### config.mk
export PLATFORM = sky130hd
export DESIGN_NAME = pqsc_div
export DESIGN_NICKNAME = d
export VERILOG_FILES = /design/src/rtl/pqsc_pkg.sv /design/src/rtl/pqsc_div.sv
export SDC_FILE = /design/constraint.sdc
export NUM_CORES = 1
export LEC_CHECK = 0
export BUFFER_PORTS_ARGS = -buffer_cell sky130_fd_sc_hd__buf_2
export CAP_MARGIN = 10
export CORE_MARGIN = 2
export CORE_UTILIZATION = 30
export DETAILED_ROUTE_END_ITERATION = 10
export GPL_TIMING_DRIVEN = 0
export PLACE_DENSITY_LB_ADDON = 0.3
export SYNTH_ARGS = -nofsm -noshare
export SYNTH_HDL_FRONTEND = slang
export SYNTH_SLANG_ARGS = --single-unit
### constraint.sdc
create_clock -name clk_i -period 5.1 [get_ports clk_i]
set_input_delay 0 -clock clk_i [delete_from_list [all_inputs] [get_ports clk_i]]
set_output_delay 0 -clock clk_i [all_outputs]
set_load 0.01 [all_outputs]
### src/rtl/pqsc_pkg.sv
package pqsc_pkg;

  localparam int MaxSegments = 64;
  localparam int MaxKnots    = MaxSegments + 1;
  localparam int KnotAw      = $clog2(MaxKnots);
  localparam int SegAw       = $clog2(MaxSegments);
  localparam int CountW      = $clog2(MaxKnots + 1);

  localparam logic [1:0] StOk       = 2'd0;
  localparam logic [1:0] StEven     = 2'd1;
  localparam logic [1:0] StZero     = 2'd2;
  localparam logic [1:0] StOverflow = 2'd3;

  localparam logic signed [47:0] Q48Max = 48'sh7FFF_FFFF_FFFF;
  localparam logic signed [47:0] Q48Min = 48'sh8000_0000_0000;

  typedef struct packed {
    logic signed [31:0] knot_x;
    logic signed [31:0] knot_y;
    logic               final_knot;
  } knot_t;

  typedef struct packed {
    logic signed [47:0] coef_quad;
    logic signed [47:0] coef_lin;
    logic signed [47:0] coef_const;
    logic [5:0]         segment_index;
    logic [1:0]         status;
    logic               last_result;
  } coef_t;

  typedef enum logic [3:0] {
    S_IDLE, S_CHECK, S_SLOPE_RD, S_SLOPE_DIV, S_SUM, S_BACK,
    S_OUT_RD, S_OUT_DIV, S_OUT_EMIT
  } state_e;

  function automatic logic signed [47:0] sat48(input logic signed [55:0] v);
    if (v > 56'(Q48Max)) return Q48Max;
    if (v < 56'(Q48Min)) return Q48Min;
    return v[47:0];
  endfunction

endpackage

### src/rtl/pqsc_div.sv
// signed (num << sh) / den, truncated toward zero, saturated to 48 bits
// restoring divider, one quotient bit per cycle over 80 bits
module pqsc_div (
  input  logic               clk_i,
  input  logic               rst_ni,
  input  logic               start_i,
  input  logic signed [55:0] num_i,
  input  logic signed [32:0] den_i,
  input  logic               sh24_i,
  output logic               done_o,
  output logic signed [47:0] quot_o
);
  localparam int NW = 80;

  logic [NW-1:0] n_q, n_d;
  logic [33:0]   r_q, r_d;
  logic [32:0]   d_q, d_d;
  logic          neg_q, neg_d;
  logic [6:0]    cnt_q, cnt_d;
  logic          busy_q, busy_d;
  logic [55:0]   mag;
  logic [34:0]   trial;
  logic [NW-1:0] qmag;
  logic [47:0]   lim;

  always_comb begin
    mag = num_i[55] ? 56'(-num_i) : 56'(num_i);
    n_d = n_q; r_d = r_q; d_d = d_q; neg_d = neg_q; cnt_d = cnt_q; busy_d = busy_q;
    trial = {r_q, n_q[NW-1]} - {2'b0, d_q};
    if (start_i) begin
      n_d    = sh24_i ? {mag, 24'b0} : {8'b0, mag, 16'b0};
      r_d    = '0;
      d_d    = den_i[32] ? 33'(-den_i) : 33'(den_i);
      neg_d  = num_i[55] ^ den_i[32];
      cnt_d  = 7'(NW);
      busy_d = 1'b1;
    end else if (busy_q) begin
      if (!trial[34]) begin
        r_d = trial[33:0];
        n_d = {n_q[NW-2:0], 1'b1};
      end else begin
        r_d = {r_q[32:0], n_q[NW-1]};
        n_d = {n_q[NW-2:0], 1'b0};
      end
      cnt_d = cnt_q - 7'd1;
      if (cnt_q == 7'd1) begin
        busy_d = 1'b0;
      end
    end
  end

  // quotient ready in the cycle after the last step
  logic fin_q;
  always_ff @(posedge clk_i or negedge rst_ni) begin
    if (!rst_ni) begin
      busy_q <= 1'b0;
      cnt_q  <= '0;
      fin_q  <= 1'b0;
    end else begin
      busy_q <= busy_d;
      cnt_q  <= cnt_d;
      fin_q  <= busy_q && (cnt_q == 7'd1);
    end
  end

  always_ff @(posedge clk_i) begin
    n_q   <= n_d;
    r_q   <= r_d;
    d_q   <= d_d;
    neg_q <= neg_d;
  end

  always_comb begin
    qmag   = n_q;
    lim    = neg_q ? 48'h8000_0000_0000 : 48'h7FFF_FFFF_FFFF;
    quot_o = '0;
    if (qmag > NW'(lim)) begin
      quot_o = neg_q ? pqsc_pkg::Q48Min : pqsc_pkg::Q48Max;
    end else begin
      quot_o = neg_q ? 48'(-qmag[47:0]) : qmag[47:0];
    end
  end

  assign done_o = fin_q;
endmodule

# After elaboration in Yosys (flattened, before gate mapping)
# Index checks and enable logic that the tools add are counted.
# word_totals
regBits	157
out_inout_bits	49
elab_cells	33
# classes
eq_ne	1
reduce_logical	2
magnitude_cmp	1
add_sub_neg	5
muxes	15
bitwise_logic	1
# op_table
operator	count
two-way mux 80 bit	3
two-way mux 48 bit	3
greater-than comparator 80 x 48 -> 1 bit	1
two-way mux 56 bit	1
negation 56 bit	1
negation 48 bit	1
subtractor 35 x 33 -> 35 bit	1
two-way mux 34 bit	1
negation 33 bit	1
two-way mux 32 bit	1
two-way mux 7 bit	2
equality test 7 x 1 -> 1 bit, second input constant	1
subtractor 7 x 1 -> 7 bit, second input constant	1
two-way mux 1 bit	4
nonzero test 2 bit	1
logical AND 1 bit	1
XOR 1 bit	1

# Depth between registers and ports, before layout
# logic_depth
word_depth	4
mapped_depth	16
depth_no_buf	11

# Worst setup path after synthesis
# OpenSTA, ideal clock, no wires.
# synth_timing
kind	register to output
from	reg neg_q
to	out quot_o[31]
slack_ns	0.615
t_required_ns	5.100
n_path_buf	4
arrival_ns	4.485
stages_incl_launch_ff	15
cell_sequence	edfxtp_1 clkbuf_1 clkinv_1 clkbuf_1 clkbuf_1 ha_1 nand4_1 nor4_1 nand2_1 nor2_1 o311a_1 a211o_1 clkbuf_1 a21oi_1 a2111oi_0
# synth_between
elab_chain_cells	3
word_cells_on_any_way	4
cone_classes	order compare: 1; mux: 3
# synth_lines
element	line	source
from (decl)	pqsc_div.sv:18	logic neg_q, neg_d;
from (signal assigned)	pqsc_div.sv:70	neg_q <= neg_d;
two-way mux 48 bit	pqsc_div.sv:75, pqsc_div.sv:78	
greater-than comparator 80 x 48 -> 1 bit	pqsc_div.sv:77	if (qmag > NW'(lim)) begin
two-way mux 48 bit *	pqsc_div.sv:77	
to (decl)	pqsc_div.sv:11	output logic signed [47:0] quot_o
# Every way passes the cells marked *; elsewhere a longest branch is shown, timed or not.

# Final worst setup path
# layout_timing
from	reg neg_q
to	out quot_o[19]
# Same word-level chain as after synthesis.

==> results.sh <==
export IMPL_status="finished, final reports clean"
export IMPL_total_leakage_power_nw=6.42
export IMPL_critical_path_start_type="register"
export IMPL_finalHoldWorstSlack_ns=0.00907
export IMPL_hpwlAfterDp_mm=34.2
export IMPL_gpl_final_weighted_congestion=0.911
export IMPL_fill_cells=4567
export IMPL_worst_clock_skew_ns=0.0125
export IMPL_synth_edff_count=114
export IMPL_ys_seq_area_frac=0.326
export IMPL_path_clk_slew_ns=0.07
export IMPL_pin_count_of_the_biggest_net_entering_global_routing=58
export IMPL_timing_hold_violations_final=0
export IMPL_global_route_usage_met2=0.312
export IMPL_drive_gt1_frac=0.130
export IMPL_syn_mean_instance_area_um2=8.66
export IMPL_setup_worst_path_class="register to output pin"
export IMPL_max_slew_margin_rel=0.404
export IMPL_grt_most_used_layer="met2"
export IMPL_place_port_buffers=140
export IMPL_htree_num_levels=4
export IMPL_critPathCaptureType="output pin"
export IMPL_average_wire_per_cell_in_the_routed_design_um=18.5
export IMPL_cts_root_buffer_cell="clkbuf_16"
export IMPL_n_antenna_cell=0
export IMPL_clock_sinks=157
export IMPL_detailedRoute_firstIterationViolations=1296
export IMPL_die_width_um=214
export IMPL_grt_pass1_wl_mm=68.6
export IMPL_grt_total_usage=0.185
export IMPL_ys_types=76
export IMPL_boundaryPins=142
export IMPL_yosys_warning_total=0
export IMPL_drc=0
export IMPL_grt_pass1_vias=12498
export IMPL_placed_standard_cell_area_um2=14800
export IMPL_area_delta_synth_final_pct=19.4
export IMPL_antenna_found_initial=0
export IMPL_area_of_the_core_region_um2=43900
export IMPL_globalRoute_totalOverflow=0
export IMPL_drt_pass1_iterations=8
export IMPL_met1_usage=0.246
export IMPL_max_cap_violations=0
export IMPL_worstRegToRegCells=12
export IMPL_max_clock_path_buffers=2
export IMPL_starting_density_of_the_core=0.302
export IMPL_timing_critical_path_arrival_ns=4.79
export IMPL_synth_flop_cell="edfxtp_1"
export IMPL_report_final_slew_viol_count=0
export IMPL_min_period_over_period=0.938
export IMPL_final_cell_count_no_fill=2343
export IMPL_grtUsageMet3=0.0258
export IMPL_die_y_um=214
export IMPL_ir_drop_mv=0.257
export IMPL_fin_crit_ns=4.79
export IMPL_cellPowerDensity_nw_per_um2=390
export IMPL_yosys_register_bits=157
export IMPL_dieArea_um2=45900
export IMPL_setup_violations=0
export IMPL_cts_made_buffers=17
export IMPL_timing_worst_slew_pin_value_ns=0.893
export IMPL_row_count=77
export IMPL_stdcell_area_um2=15900
export IMPL_clk_insertion_delay_late_ns=0.44
export IMPL_crit_required_ns=5.10
export IMPL_max_freq_mhz=209
export IMPL_netlist_area_um2=13300
export IMPL_ant_nets=0
export IMPL_synth_cells=1533
export IMPL_grt_setup_unrepaired="no"
export IMPL_total_placed_cells_including_tap_cells=2268
export IMPL_number_of_nets_in_the_finished_design=1918
export IMPL_cts_tree="done"
export IMPL_synth_fp_nets=1713
export IMPL_dr_total_vias=12987
export IMPL_totalWireLength_mm=43.3
export IMPL_hold_class="primary input to register"
export IMPL_route_detailed_vias_per_inst=5.54
export IMPL_synthArstFlopShare=0.0573
export IMPL_report_power_total_mw=6.17
export IMPL_crit_path_max_fanout=33
export IMPL_hold_path_cell_count=3
==> stage by stage <==
| step | TNS [ns] | setup slack [ns] | util |
|---|---|---|---|
| final | 0 | 0.314 | 0.361 |
| after global routing | 0 | 0.0733 | 0.361 |
| after CTS | 0 | 0.160 | 0.361 |
| after detailed placement | -44.31 | -1.15 | 0.336 |
| after global placement | -59.89 | -1.47 | 0.335 |
| after floorplan | 0 | 0.615 | - |
==> cell usage after synthesis, drive strengths merged, types with 22 or more instances <==
| master | instances | area share |
|---|---|---|
| a211oi | 27 | 0.015 |
| a21o | 35 | 0.020 |
| a21oi | 73 | 0.028 |
| a311oi | 25 | 0.016 |
| clkbuf | 79 | 0.023 |
| dfxtp | 34 | 0.051 |
| edfxtp | 114 | 0.26 |
| ha | 86 | 0.081 |
| inv | 78 | 0.022 |
| mux2i | 24 | 0.018 |
| nand2 | 132 | 0.037 |
| nand3 | 48 | 0.018 |
| nand4 | 24 | 0.011 |
| nor2 | 105 | 0.030 |
| nor3 | 42 | 0.016 |
| nor4 | 27 | 0.013 |
| o211ai | 22 | 0.012 |
| o21ai | 103 | 0.039 |
| o31ai | 31 | 0.020 |
| or3 | 24 | 0.012 |
| or4 | 25 | 0.015 |
| xnor2 | 73 | 0.048 |
| xor2 | 54 | 0.036 |
==> where the power goes <==
| part | internal (mW) | switching [mW] |
|---|---|---|
| Combinational | 1.18 | 1.78 |
| Clock | 0.731 | 0.579 |
| Sequential | 1.64 | 0.263 |
| Total | 3.55 | 2.62 |
==> logic make-up after synthesis <==
family                   count (synthesis)  share of synthesized area
AND/OR/NAND/NOR                        497                      0.189
AO/OA/AOI/OAI                          448                      0.234
buffers and inverters                  173                     0.0499
flip-flops                             157                      0.326
XOR/XNOR                               127                     0.0838
adder cells (fa/ha/maj)                 87                     0.0826
multiplexers                            44                     0.0351
==> layout by cell type, fill, tap and decap left out, types with 26 or more instances in the layout <==
cell type,synthesis,layout
inv_1,78,78
nand3_1,48,48
ha_1,86,86
xnor2_1,73,73
xor2_1,54,54
a211oi_1,27,26
dlygate4sd3_1,0,44
nand2_1,132,131
nor3_1,42,42
clkbuf_1,78,73
o21ai_0,93,93
edfxtp_1,114,114
dfxtp_1,34,34
buf_2,1,142
o31ai_1,27,27
nor2_1,105,105
a21o_1,35,35
a21oi_1,73,72
==> repair_timing <==
item | in CTS | in global routing
gates resized for setup | 5 | 5
hold endpoints to repair | 43 | 0
endpoints found under the setup margin | 48 | 33
hold buffers | 44 | 0
cloned | 0 | 0
buffers inserted | 2 | 0
==> worst max-delay path, stage by stage, from the launching register on <==
cell and delay, ns:
edfxtp_1 0.48, buf_16 0.23, clkinv_2 0.16, clkbuf_4 0.28, ha_1 0.33, nand4_1 0.18, nor4_4 0.48, nand2_1 0.10
nor2_1 0.23, o311a_1 0.25, a211o_1 0.32, and2_1 0.18, clkbuf_1 0.32, buf_1 0.45, o22ai_1 0.16, buf_2 0.18
==> sequential cells by signal, summed over array words and instances, names as in the netlist <==
signal  count
busy_q      1
cnt_q       7
d_q        33
done_o      1
n_q        80
neg_q       1
r_q        34
==> layer usage <==
layer | vias up | routed length, µm
met5 | - | 0
met4 | 0 | 975
met3 | 60 | 2820
met2 | 515 | 20300
met1 | 6184 | 19100
li1 | 6228 | -
==> final cells by class <==
class	instances	area [µm²]	share of cell area
buffer	90	355	0.0224
inverter	80	302	0.0190
multi-input combinational	1203	8320	0.525
timing repair buffer	189	1220	0.0767
clock inverter	15	163	0.0103
tap	592	741	0.0467
sequential	157	4330	0.273
clock buffer	17	425	0.0268
==> final timing paths <==
kind / from / endpoint / slack [ns]
min in group asynchronous: rst_ni / cnt_q[3]$_DFFE_PN0P_ / 0.47
max reg2reg: n_q[79]$_DFFE_PP_ / r_q[1]$_SDFFE_PP0P_ / 1.27
min reg2reg: r_q[6]$_SDFFE_PP0P_ / r_q[6]$_SDFFE_PP0P_ / 0.52
max in group asynchronous: rst_ni / busy_q$_DFF_PN0_ / 3.66
min: num_i[51] / n_q[75]$_DFFE_PP_ / 0.009
max: neg_q$_DFFE_PP_ / quot_o[19] / 0.31
(Power assumes the default switching activity.)
